==> config.mk <==
export PLATFORM = sky130hd
export DESIGN_NAME = buddy_allocator
export DESIGN_NICKNAME = d
export VERILOG_FILES = /design/src/bdy_pkg.sv /design/src/bdy_ram.sv /design/src/bdy_ctrl.sv /design/src/buddy_allocator.sv
export SDC_FILE = /design/constraint.sdc
export NUM_CORES = 2
export LEC_CHECK = 0
export CAP_MARGIN = 20
export CORE_MARGIN = 2
export CORE_UTILIZATION = 50
export DETAILED_ROUTE_END_ITERATION = 12
export DONT_BUFFER_PORTS = 1
export PLACE_DENSITY = 0.61
export SYNTH_ARGS = -nofsm -noshare
export SYNTH_HDL_FRONTEND = slang
export SYNTH_HIERARCHICAL = 1
export SYNTH_SLANG_ARGS = --single-unit
export TNS_END_PERCENT = 100
==> constraint.sdc <==
create_clock -name clk -period 208.4 [get_ports clk]
set_input_delay 41.68 -clock clk [delete_from_list [all_inputs] [get_ports clk]]
set_output_delay 41.68 -clock clk [all_outputs]
set_load 0.01 [all_outputs]
==> src/bdy_pkg.sv <==
// ----------------------------------------------------------------------------
// bdy_pkg
// Shared types and codes for the buddy allocator: request and result
// payloads, status and mode codes, sequencer states.
// ----------------------------------------------------------------------------
package bdy_pkg;

  // default heap depth in levels (heap of 2^levels units)
  localparam int HEAP_LEVELS_DEF = 10;

  // request modes
  localparam logic MODE_ALLOC = 1'b0;
  localparam logic MODE_FREE  = 1'b1;

  // result status codes
  localparam logic [1:0] STATUS_OK      = 2'd0;
  localparam logic [1:0] STATUS_NOSPACE = 2'd1;
  localparam logic [1:0] STATUS_TOOBIG  = 2'd2;

  // fragmentation total saturates here
  localparam logic [9:0] SLACK_MAX = 10'd1023;

  // request payload
  typedef struct packed {
    logic        mode;
    logic [11:0] req_size;
    logic [9:0]  block_offset;
  } bdy_in_t;

  // result payload
  typedef struct packed {
    logic [1:0]  status;
    logic [9:0]  alloc_offset;
    logic [9:0]  frag_total;
    logic [10:0] free_units;
  } bdy_out_t;

  // sequencer states
  typedef enum logic [3:0] {
    ST_CLEAR,
    ST_IDLE,
    ST_A_RD,
    ST_A_CHK,
    ST_A_SPLIT,
    ST_F_RD,
    ST_F_CHK,
    ST_F_SCRD,
    ST_F_SCCHK,
    ST_F_MRD,
    ST_F_MCHK,
    ST_FIN
  } bdy_state_t;

endpackage

==> src/bdy_ram.sv <==
// ----------------------------------------------------------------------------
// bdy_ram
// Generic single-port synchronous RAM with registered read data.
// ----------------------------------------------------------------------------
module bdy_ram #(
  parameter int WIDTH = 1,
  parameter int DEPTH = 2048
) (
  input  logic                     clk,
  input  logic                     we,
  input  logic [$clog2(DEPTH)-1:0] addr,
  input  logic [WIDTH-1:0]         wdata,
  output logic [WIDTH-1:0]         rdata
);

  logic [WIDTH-1:0] mem [DEPTH];
  logic [WIDTH-1:0] rdata_r;

  // write port and registered read
  always_ff @(posedge clk) begin
    if (we) begin
      mem[addr] <= wdata;
    end
    rdata_r <= mem[addr];
  end

  assign rdata = rdata_r;

endmodule

==> src/bdy_ctrl.sv <==
// ----------------------------------------------------------------------------
// bdy_ctrl
// Sequencer for the buddy allocator: walks the free-bit tree held in the
// node RAM one read-modify-write at a time, keeps the free and slack totals.
// ----------------------------------------------------------------------------
module bdy_ctrl #(
  parameter int HEAP_LEVELS = bdy_pkg::HEAP_LEVELS_DEF
) (
  input  logic                   clk,
  input  logic                   rst_n,
  input  logic                   start,
  input  bdy_pkg::bdy_in_t       in_req,
  output logic                   busy,
  output logic                   out_valid,
  output bdy_pkg::bdy_out_t      out_res,
  output logic                   mem_we,
  output logic [HEAP_LEVELS:0]   mem_addr,
  output logic                   mem_wdata,
  input  logic                   mem_rdata
);

  localparam int L   = HEAP_LEVELS;
  localparam int NW  = L + 1;
  localparam int LW  = $clog2(L + 1);
  localparam int AW  = (NW > 12) ? NW : 12;
  localparam int SZW = AW + 1;

  bdy_pkg::bdy_state_t state_r, state_nxt;

  logic [LW-1:0]     k_r, k_nxt;
  logic [LW-1:0]     lvl_r, lvl_nxt;
  logic [LW-1:0]     d_r, d_nxt;
  logic [NW-1:0]     node_r, node_nxt;
  logic [NW-1:0]     first_r, first_nxt;
  logic [NW-1:0]     up_r, up_nxt;
  logic [NW-1:0]     base_r, base_nxt;
  logic [NW-1:0]     scan_r, scan_nxt;
  logic [NW:0]       end_r, end_nxt;
  logic [NW-1:0]     absorbed_r, absorbed_nxt;
  logic [AW-1:0]     amt_r, amt_nxt;
  logic [9:0]        slack_r, slack_nxt;
  logic [NW-1:0]     free_r, free_nxt;
  logic [1:0]        status_r, status_nxt;
  logic [9:0]        offset_r, offset_nxt;
  logic [NW-1:0]     clr_r, clr_nxt;
  logic              out_valid_r, out_valid_nxt;
  bdy_pkg::bdy_out_t out_res_r, out_res_nxt;

  // request decode
  logic [SZW-1:0] size_w;
  logic           oversize;
  logic [LW-1:0]  k_calc;
  logic [SZW-1:0] amt_w;
  logic [NW-1:0]  first_k;
  logic [L-1:0]   boff_l;
  logic [NW-1:0]  fnode;

  // shared step conditions
  logic           rd_bit;
  logic           scan_last;
  logic           sc_last;
  logic           d_last;
  logic           split_more;
  logic [NW-1:0]  first_kr;
  logic [NW-1:0]  pow_k;
  logic [NW-1:0]  weight;
  logic [NW-1:0]  off_w;
  logic [SZW-1:0] sadd;
  logic [9:0]     slack_add_v;
  logic [9:0]     slack_sub_v;
  logic [NW-1:0]  free_rel;
  logic           sub_cond;

  // size to level, slack and tree node of the request
  always_comb begin
    size_w   = SZW'(in_req.req_size);
    oversize = size_w > (SZW'(1) << L);
    k_calc   = LW'(L);
    for (int i = L; i >= 0; i--) begin
      if ((SZW'(1) << i) >= size_w) begin
        k_calc = LW'(i);
      end
    end
    amt_w   = (SZW'(1) << k_calc) - size_w;
    first_k = NW'(1) << (L - int'(k_calc));
    boff_l  = L'(in_req.block_offset);
    fnode   = first_k | NW'(boff_l >> k_calc);
  end

  // conditions used by both the next-state and datapath logic
  always_comb begin
    rd_bit      = mem_rdata;
    scan_last   = ({1'b0, node_r} + (NW+1)'(1)) == {first_r, 1'b0};
    sc_last     = ({1'b0, scan_r} + (NW+1)'(1)) == end_r;
    d_last      = d_r == k_r;
    split_more  = lvl_r > k_r;
    first_kr    = NW'(1) << (L - int'(k_r));
    pow_k       = NW'(1) << k_r;
    weight      = NW'(1) << (k_r - d_r);
    off_w       = NW'((node_r ^ first_kr) << k_r);
    sadd        = SZW'(slack_r) + SZW'(amt_r);
    slack_add_v = (sadd > SZW'(bdy_pkg::SLACK_MAX)) ? bdy_pkg::SLACK_MAX : 10'(sadd);
    slack_sub_v = (SZW'(amt_r) > SZW'(slack_r)) ? 10'd0
                                                : 10'(SZW'(slack_r) - SZW'(amt_r));
    free_rel    = free_r + pow_k - absorbed_r;
    sub_cond    = (absorbed_r != pow_k) || (node_r == NW'(1));
  end

  // next state
  always_comb begin
    state_nxt = state_r;
    case (state_r)
      bdy_pkg::ST_CLEAR: begin
        if (clr_r == '1) state_nxt = bdy_pkg::ST_IDLE;
      end
      bdy_pkg::ST_IDLE: begin
        if (start) begin
          if (oversize) state_nxt = bdy_pkg::ST_FIN;
          else if (in_req.mode == bdy_pkg::MODE_ALLOC) state_nxt = bdy_pkg::ST_A_RD;
          else state_nxt = bdy_pkg::ST_F_RD;
        end
      end
      bdy_pkg::ST_A_RD: state_nxt = bdy_pkg::ST_A_CHK;
      bdy_pkg::ST_A_CHK: begin
        if (rd_bit) state_nxt = bdy_pkg::ST_A_SPLIT;
        else if (scan_last && first_r == NW'(1)) state_nxt = bdy_pkg::ST_FIN;
        else state_nxt = bdy_pkg::ST_A_RD;
      end
      bdy_pkg::ST_A_SPLIT: begin
        if (!split_more) state_nxt = bdy_pkg::ST_FIN;
      end
      bdy_pkg::ST_F_RD: state_nxt = bdy_pkg::ST_F_CHK;
      bdy_pkg::ST_F_CHK: begin
        if (rd_bit) state_nxt = bdy_pkg::ST_FIN;
        else if (up_r == NW'(1)) begin
          state_nxt = (k_r == '0) ? bdy_pkg::ST_F_MRD : bdy_pkg::ST_F_SCRD;
        end else state_nxt = bdy_pkg::ST_F_RD;
      end
      bdy_pkg::ST_F_SCRD: state_nxt = bdy_pkg::ST_F_SCCHK;
      bdy_pkg::ST_F_SCCHK: begin
        state_nxt = (sc_last && d_last) ? bdy_pkg::ST_F_MRD : bdy_pkg::ST_F_SCRD;
      end
      bdy_pkg::ST_F_MRD: begin
        state_nxt = (node_r == NW'(1)) ? bdy_pkg::ST_FIN : bdy_pkg::ST_F_MCHK;
      end
      bdy_pkg::ST_F_MCHK: begin
        state_nxt = rd_bit ? bdy_pkg::ST_F_MRD : bdy_pkg::ST_FIN;
      end
      bdy_pkg::ST_FIN: state_nxt = bdy_pkg::ST_IDLE;
      default: state_nxt = bdy_pkg::ST_IDLE;
    endcase
  end

  // datapath, memory port and result
  always_comb begin
    k_nxt         = k_r;
    lvl_nxt       = lvl_r;
    d_nxt         = d_r;
    node_nxt      = node_r;
    first_nxt     = first_r;
    up_nxt        = up_r;
    base_nxt      = base_r;
    scan_nxt      = scan_r;
    end_nxt       = end_r;
    absorbed_nxt  = absorbed_r;
    amt_nxt       = amt_r;
    slack_nxt     = slack_r;
    free_nxt      = free_r;
    status_nxt    = status_r;
    offset_nxt    = offset_r;
    clr_nxt       = clr_r;
    out_valid_nxt = 1'b0;
    out_res_nxt   = out_res_r;
    mem_we        = 1'b0;
    mem_addr      = node_r;
    mem_wdata     = 1'b0;
    case (state_r)
      // sweep the tree after reset, root left free
      bdy_pkg::ST_CLEAR: begin
        mem_we    = 1'b1;
        mem_addr  = clr_r;
        mem_wdata = clr_r == NW'(1);
        clr_nxt   = clr_r + NW'(1);
      end
      // latch the request
      bdy_pkg::ST_IDLE: begin
        if (start) begin
          k_nxt        = k_calc;
          lvl_nxt      = k_calc;
          amt_nxt      = AW'(amt_w);
          offset_nxt   = '0;
          absorbed_nxt = '0;
          status_nxt   = oversize ? bdy_pkg::STATUS_TOOBIG : bdy_pkg::STATUS_OK;
          if (in_req.mode == bdy_pkg::MODE_ALLOC) begin
            node_nxt  = first_k;
            first_nxt = first_k;
          end else begin
            node_nxt = fnode;
            up_nxt   = fnode;
          end
        end
      end
      // scan levels upward for the lowest free block
      bdy_pkg::ST_A_RD: begin
        mem_addr = node_r;
      end
      bdy_pkg::ST_A_CHK: begin
        if (rd_bit) begin
          mem_we   = 1'b1;
          mem_addr = node_r;
        end else if (scan_last) begin
          if (first_r == NW'(1)) begin
            status_nxt = bdy_pkg::STATUS_NOSPACE;
          end else begin
            first_nxt = first_r >> 1;
            node_nxt  = first_r >> 1;
            lvl_nxt   = lvl_r + LW'(1);
          end
        end else begin
          node_nxt = node_r + NW'(1);
        end
      end
      // split down, freeing each upper half
      bdy_pkg::ST_A_SPLIT: begin
        if (split_more) begin
          mem_we    = 1'b1;
          mem_addr  = {node_r[NW-2:0], 1'b1};
          mem_wdata = 1'b1;
          node_nxt  = node_r << 1;
          lvl_nxt   = lvl_r - LW'(1);
        end else begin
          offset_nxt = 10'(off_w);
          free_nxt   = free_r - pow_k;
          slack_nxt  = slack_add_v;
        end
      end
      // check the block and its ancestors for a free one
      bdy_pkg::ST_F_RD: begin
        mem_addr = up_r;
      end
      bdy_pkg::ST_F_CHK: begin
        if (rd_bit) begin
          if (up_r == NW'(1) && up_r != node_r) slack_nxt = slack_sub_v;
        end else if (up_r == NW'(1)) begin
          d_nxt    = LW'(1);
          base_nxt = node_r << 1;
          scan_nxt = node_r << 1;
          end_nxt  = ({1'b0, node_r} << 1) + (NW+1)'(2);
        end else begin
          up_nxt = up_r >> 1;
        end
      end
      // absorb free blocks inside the freed block
      bdy_pkg::ST_F_SCRD: begin
        mem_addr = scan_r;
      end
      bdy_pkg::ST_F_SCCHK: begin
        if (rd_bit) begin
          mem_we       = 1'b1;
          mem_addr     = scan_r;
          absorbed_nxt = absorbed_r + weight;
        end
        if (sc_last) begin
          if (!d_last) begin
            d_nxt    = d_r + LW'(1);
            base_nxt = base_r << 1;
            scan_nxt = base_r << 1;
            end_nxt  = end_r << 1;
          end
        end else begin
          scan_nxt = scan_r + NW'(1);
        end
      end
      // merge with the buddy while it is free
      bdy_pkg::ST_F_MRD: begin
        if (node_r == NW'(1)) begin
          mem_we    = 1'b1;
          mem_addr  = node_r;
          mem_wdata = 1'b1;
          free_nxt  = free_rel;
          if (sub_cond) slack_nxt = slack_sub_v;
        end else begin
          mem_addr = node_r ^ NW'(1);
        end
      end
      bdy_pkg::ST_F_MCHK: begin
        mem_we = 1'b1;
        if (rd_bit) begin
          mem_addr = node_r ^ NW'(1);
          node_nxt = node_r >> 1;
        end else begin
          mem_addr  = node_r;
          mem_wdata = 1'b1;
          free_nxt  = free_rel;
          if (sub_cond) slack_nxt = slack_sub_v;
        end
      end
      // present the result for one cycle
      bdy_pkg::ST_FIN: begin
        out_valid_nxt            = 1'b1;
        out_res_nxt.status       = status_r;
        out_res_nxt.alloc_offset = offset_r;
        out_res_nxt.frag_total   = slack_r;
        out_res_nxt.free_units   = 11'(free_r);
      end
      default: begin
        mem_we = 1'b0;
      end
    endcase
  end

  // control registers
  always_ff @(posedge clk) begin
    if (!rst_n) begin
      state_r     <= bdy_pkg::ST_CLEAR;
      clr_r       <= '0;
      out_valid_r <= 1'b0;
      slack_r     <= '0;
      free_r      <= NW'(1) << L;
    end else begin
      state_r     <= state_nxt;
      clr_r       <= clr_nxt;
      out_valid_r <= out_valid_nxt;
      slack_r     <= slack_nxt;
      free_r      <= free_nxt;
    end
  end

  // working registers
  always_ff @(posedge clk) begin
    k_r        <= k_nxt;
    lvl_r      <= lvl_nxt;
    d_r        <= d_nxt;
    node_r     <= node_nxt;
    first_r    <= first_nxt;
    up_r       <= up_nxt;
    base_r     <= base_nxt;
    scan_r     <= scan_nxt;
    end_r      <= end_nxt;
    absorbed_r <= absorbed_nxt;
    amt_r      <= amt_nxt;
    status_r   <= status_nxt;
    offset_r   <= offset_nxt;
    out_res_r  <= out_res_nxt;
  end

  assign busy      = state_r != bdy_pkg::ST_IDLE;
  assign out_valid = out_valid_r;
  assign out_res   = out_res_r;

endmodule

==> src/buddy_allocator.sv <==
// ----------------------------------------------------------------------------
// buddy_allocator
// Power-of-two buddy allocator over a heap of 2^HEAP_LEVELS units.
// ----------------------------------------------------------------------------
// A request is taken when start is high and busy is low; its result appears
// on out_res for exactly one cycle with out_valid high and must be captured
// then, since the block cannot be held off. The free bits of the block tree
// live in a single-port RAM of 2^(HEAP_LEVELS+1) one-bit entries and every
// step is one RAM access, so the time per request is set by that port: an
// allocate scans tree nodes (lowest offset first, level by level upward
// from the requested size), then splits down and finishes; a free checks
// the block and its ancestors, then each node inside the freed block, then
// merges with free buddies and finishes. An oversize request goes straight
// to the finish. After reset the RAM is swept once over all
// 2^(HEAP_LEVELS+1) entries, with busy held high throughout.
module buddy_allocator #(
  parameter int HEAP_LEVELS = bdy_pkg::HEAP_LEVELS_DEF
) (
  input  logic              clk,
  input  logic              rst_n,
  input  logic              start,
  output logic              busy,
  input  bdy_pkg::bdy_in_t  in_req,
  output logic              out_valid,
  output bdy_pkg::bdy_out_t out_res
);

  logic                 mem_we;
  logic [HEAP_LEVELS:0] mem_addr;
  logic                 mem_wdata;
  logic                 mem_rdata;

  // node free-bit store
  bdy_ram #(
    .WIDTH (1),
    .DEPTH (1 << (HEAP_LEVELS + 1))
  ) u_ram (
    .clk   (clk),
    .we    (mem_we),
    .addr  (mem_addr),
    .wdata (mem_wdata),
    .rdata (mem_rdata)
  );

  // request sequencer
  bdy_ctrl #(
    .HEAP_LEVELS (HEAP_LEVELS)
  ) u_ctrl (
    .clk       (clk),
    .rst_n     (rst_n),
    .start     (start),
    .in_req    (in_req),
    .busy      (busy),
    .out_valid (out_valid),
    .out_res   (out_res),
    .mem_we    (mem_we),
    .mem_addr  (mem_addr),
    .mem_wdata (mem_wdata),
    .mem_rdata (mem_rdata)
  );

  // a result only follows a cycle of work
  a_res_after_work: assert property (@(posedge clk) disable iff (!rst_n)
    out_valid |-> $past(busy))
    else $error("result without work in progress");

  // an accepted request always occupies the block
  a_accept_busy: assert property (@(posedge clk) disable iff (!rst_n)
    (start && !busy) |=> busy)
    else $error("accepted request did not start work");

  // free units never exceed the heap
  a_free_bound: assert property (@(posedge clk) disable iff (!rst_n)
    out_valid |-> (int'(out_res.free_units) <= (1 << HEAP_LEVELS)))
    else $error("free unit count beyond heap size");

endmodule

# Word-level counts from Yosys, hierarchy flattened
# Memory sizes are Yosys's and may differ from the RTL's. A register that Yosys moved wholly into a read port is not among the register bits.
# Index checks and enable logic that the tools add are counted.
word_totals:
  ff_bits: 183
  ram_bits: 2048
  in_bits: 26
  out_inout_bits: 35
  word_cells: 245
  mem_count: 1
mem_list:
  columns: ["name", "words", "width", "rd", "rd_clocked_by_memory_dff", "write_ports", "line", "source"]
  rows:
  - ["u_ram.mem", 2048, 1, 1, 1, 1, "bdy_ram.sv:16", "logic [WIDTH-1:0] mem [DEPTH];"]
classes:
  addsub: 19
  order_cmp: 14
  n_eq_ne: 45
  shifts: 7
  n_mux: 104
  n_bitwise: 3
  reduce_logical: 30
ops:
  columns: ["cell", "count"]
  rows:
  - ["$mux W11", 26]
  - ["$mux W4", 28]
  - ["$mux W10", 11]
  - ["$pmux W11 S2", 4]
  - ["$pmux W11 S7", 1]
  - ["$shl A1 B32 Y11 const A", 2]
  - ["$mux W12", 4]
  - ["$eq A11 B1 Y1 const B", 4]
  - ["$pmux W11 S4", 1]
  - ["$pmux W4 S11", 1]
  - ["$pmux W10 S2", 2]
  - ["$pmux W10 S4", 1]
  - ["$add A11 B1 Y11 const B", 3]
  - ["$pmux W11 S3", 1]
  - ["$ne A2 B2 Y1 const B", 13]
  - ["$add A11 B1 Y12 const B", 2]
  - ["$eq A12 B12 Y1", 2]
  - ["$pmux W12 S2", 1]
  - ["$reduce_and A6 Y1", 4]
  - ["$add A11 B11 Y11", 2]
  - ["$ne A11 B11 Y1", 2]
  - ["$shl A1 B4 Y11 const A", 2]
  - ["$sub A11 B11 Y11", 2]
  - ["$eq A4 B3 Y1 const B", 4]
  - ["54 further kinds", 99]

# Longest topological paths before layout
logic_depth:
  word_depth: 17
  ltp_mapped: 23
  depth_no_buf: 18

# Modules after synthesis
# The synthesis kept the hierarchy.
by_module_without_submodules:
  columns: ["mod", "instances", "cells_per_inst", "area_each_um2", "seq_area_each_um2"]
  rows:
  - ["bdy_ram", 1, 6693, 87845.5, 61519.0]
  - ["bdy_ctrl", 1, 1617, 14311.2, 5064.9]

# Worst setup path before layout
# OpenSTA, ideal clock, no wires.
synth_path:
  path_type: "reg2reg"
  start: "register u_ctrl.state_r[2]"
  end: "memory u_ram.mem[0], data pin"
  setup_ns: 25.375
  t_arrival_ns: 128.906
  required_ns: 183.025
  path_slack_ns: 54.119
  stages_incl_launch_ff: 5
  path_buffers: 2
  period_less_slack_ns: 154.281
  cell_sequence: "dfxtp_1 > clkbuf_1 > nand2b_1 > clkbuf_1 > o311ai_0"
synth_via:
  elab_chain_cells: 2
  elab_cells_between_ends: 5
synth_lines:
  columns: ["element", "line", "source"]
  rows:
  - ["start, declared", "bdy_ctrl.sv:28", "bdy_pkg::bdy_state_t state_r, state_nxt;"]
  - ["start signal, assigned", "bdy_ctrl.sv:315", "state_r <= bdy_pkg::ST_CLEAR;"]
  - ["start signal, assigned", "bdy_ctrl.sv:321", "state_r <= state_nxt;"]
  - ["$eq A4 B4 Y1 (tied with other cells)", "bdy_ctrl.sv:177", "case (state_r)"]
  - ["$pmux W1 S4 (*)", "bdy_ctrl.sv:177", null]
  - ["named net mem_wdata", "buddy_allocator.sv:30", "logic mem_wdata;"]
  - ["end, declared", "bdy_ram.sv:16", null]
# The timed path passes the listed nets; every way through them passes the cells marked *.

# Worst setup path in the final report
layout_path:
  start: "input in_req[11] (netlist bit)"
  end: "register u_ctrl.amt_r[10], data pin"
layout_via:
  elab_chain_cells: 13
  elab_cells_between_ends: 22
layout_lines:
  columns: ["element", "line", "source"]
  rows:
  - ["start, declared", "buddy_allocator.sv:23", "input bdy_pkg::bdy_in_t in_req,"]
  - ["$ge A10 B12 Y1", "bdy_ctrl.sv:80", "if ((SZW'(1) << i) >= size_w) begin"]
  - ["$mux W2", "bdy_ctrl.sv:80", null]
  - ["$mux W4 (9 in series)", "bdy_ctrl.sv:80", null]
  - ["$shl A1 B4 Y12", "bdy_ctrl.sv:84", "amt_w = (SZW'(1) << k_calc) - size_w;"]
  - ["$sub A12 B12 Y12 (*)", "bdy_ctrl.sv:84", null]
  - ["named net u_ctrl.amt_w[10]", "bdy_ctrl.sv:53", "logic [SZW-1:0] amt_w;"]
  - ["end signal, assigned", "bdy_ctrl.sv:341", "amt_r <= amt_nxt;"]
  - ["end, declared", "bdy_ctrl.sv:40", "logic [AW-1:0] amt_r, amt_nxt;"]
# Marks and branches as above.
# A chain may end at the register's enable or synchronous reset.

==> summary.txt <==
GR Util All Layers: 0.2956
predominant post-synthesis flop cell: edfxtp_1
height of the die: 456.0 um
largest net degree at the start of global routing: 284
Power Density: 8.378 nW/um^2
Critical Path AT: 46.29 ns
I/O pins: 61
Cell Rows: 165
fin area: 112,100 um^2
wl on met1: 124.6 mm
total power: 939.1 uW
via count: 68,310
sequential-to-total area share from yosys stat: 0.6518
critical path class: input port to flop
CTS Buffer Depth: 3
Worst-Margin Slew: 1.402 ns
routability cong.: 0.8739
Avg Cell Area, Syn: 12.29 um^2
DRT iter0 DRCs: 9,686
Startpoint Class: input port
area grow syn2layout: 9.722%
RSZ-0062 raised after global routing: no
min Tclk post-route: 45.63 ns
fraction of registers with async set/reset: 0
Final WS setup: 162.77 ns
R2R depth: 22
CTS Hold Bufs: 0
Core Area: 202,500 um^2
setup bufs post-CTS: 0
CTS Sinks: 2,230
final-stage net count: 8,147
met3 routed WL: 29.31 mm
DR WL met2: 150.4 mm
Critical Path Fanout Max: 20
worst skew pair latency: 0.87 ns
clock slew at reported path FFs: 0.06 ns
Synth top area share: 0.6443
setup_tns: 0 ns
Synth area leader: edfxtp_1
DR WL/cell: 28.94 um
EDFF count, synth: 2,192
most frequent cells in the layout: edfxtp_1, nor2_1, mux2i_1
Die X: 456.0 um
fraction of layout cells with a size suffix above 1: 0.07471
DR top layer: met5
Clock Root Buffer: clkbuf_16
Mapped Cells: 8,310
Hold Crit Class: flop to flop
number of global-route vias before repair: 64,440
DRC errors left: 0
gr ovfl total: 0
Yosys cell types: 86
initial antenna violation count: 5
Via density: 6.280
Detail Route Antenna Nets: 0
Cell Area, Placed: 104,100 um^2
Final Slew Violations: 0
f_max: 21.92 MHz
Port Buffer Count: 0
YS warnings: 6
top cells by area, synth: edfxtp_1, mux2i_1, nor2_1
status: finished, final reports clean
H-tree levels: 4
Fill cells: 16,980
post-cts repair resize count: 0
pre-CTS setup slack: 161.95 ns
DP HPWL: 161.9 mm
Mapped Area: 102,200 um^2
Final Hold Vio Count: 0
Num CTS Buffers: 229
Slew HR: 0.06560
WHS Path Cells: 0
CP required: 209.06 ns
Die ar.: 207,900 um^2
TritonCTS clock tree: built
commonest non-fill, non-tap cell in the layout: edfxtp_1
Leakage: 0.03766 uW
Yosys reg bits: 2,230
Routed WL: 314.8 mm
1st-pass router iterations: 8
clk_skew: 0.03277 ns
Final period util: 0.2189
worst vdd ir: 0.009017 mV
Crit. End Element: flop
first-pass GRT wire length: 451.1 mm
Util after Layout: 0.5534
endpoints failing setup: 0
Synthesized Nets: 8,449
Initial Utilization: 0.5044
max cap viols: 0
flip-flops by register name, summed over array words and instances (netlist names):
register,flops
u_ctrl/end_r,11
u_ctrl/up_r,11
u_ctrl/first_r,11
u_ctrl/node_r,11
u_ctrl/status_r,2
u_ctrl/lvl_r,4
u_ctrl/absorbed_r,11
u_ctrl/k_r,4
u_ctrl/d_r,4
u_ctrl/offset_r,10
u_ctrl/out_res,33
u_ctrl/free_r,11
u_ctrl/clr_r,11
u_ctrl/base_r,9
u_ram/rdata,1
u_ctrl/scan_r,11
u_ctrl/state_r,4
u_ctrl/amt_r,12
u_ctrl/slack_r,10
u_ctrl/out_valid,1
u_ram/mem,2048
per-stage QoR:
stage | std cells | hold WS [ns]
after global routing | 10880 | 0.4104
after detailed placement | 10410 | 0.4045
after global placement | 10410 | 0.4073
after floorplan | 8310 | 0.4003
final | 10880 | 0.4140
after CTS | 10840 | 0.4129
cell usage after synthesis, types with 19 or more instances:
cell	n
buf_4	38
xor2_1	48
nor2b_1	24
inv_1	109
nand3_1	55
clkbuf_1	438
dfxtp_1	38
ha_1	96
nor3_1	57
o22ai_1	517
nand2b_1	24
a22oi_1	44
buf_2	233
and3_1	21
a21oi_1	112
mux2i_1	1053
edfxtp_1	2192
nor4_1	149
xnor2_1	64
nand4_1	27
o21ai_0	104
nand2_1	334
nor2_1	2190
and2_1	19
per-layer routing:
layer  global-route usage  vias up
met4              0.09798        4
met3              0.04504      580
met1               0.4075    34870
met2               0.4813     3264
li1                     -    29590
met5                    0        -
path summary, 6_finish.rpt:
check	from	endpoint	slack, ns
worst min-delay path	u_ctrl/offset_r[3]	u_ctrl/out_res[24]	0.41
worst max register to register	u_ctrl/k_r[2]	u_ram/rdata	197.59
worst max-delay path	in_req[11]	u_ctrl/amt_r[10]	162.77
worst min register to register	u_ctrl/offset_r[3]	u_ctrl/out_res[24]	0.41
cell families (layout without fill, tap and decap cells):
family	Yosys count	count (layout)	synth area share
adders and majority gates	113	113	0.01509
xor gates and xnor gates	117	117	0.01070
other	0	1	0
muxes	1067	1067	0.1050
buffers and inverters	842	737	0.03585
DFF	2230	2230	0.6518
and+or+nand+nor	2984	2984	0.1215
AOI/OAI and AO/OA	957	957	0.05998
critical path, stage by stage:
cell and delay, ns:
nor4_2 0.61, a211o_1 0.22, nand4_1 0.18, o21ai_2 0.70, inv_2 0.37, ha_1 0.36, and2_1 0.17, ha_1 0.31
nor2b_1 0.14, o21ai_0 0.21, a21boi_0 0.15, o21ai_0 0.17, nand2b_1 0.13, a311oi_1 0.48, nor2_1 0.07, o311ai_0 0.33
area by class of cell:
type                    count  area, um^2  area share
inverters                 112       420.4    0.003751
flip-flops and latches   2230       66580      0.5940
well taps                2672        3343     0.02983
clock inverters           142        1047    0.009343
multi-input cells        5238       32400      0.2890
diodes                      1       2.502  0.00002233
repair buffers            197        2262     0.02018
clock buffers             286        6030     0.05379
report_power, final:
group	internal (uW)	total (uW)	switching, uW
logic	11.6	46.6	35.0
registers	500	501	0.437
clock network	219	392	173
total	731	939	209
(Power assumes the default switching activity.)
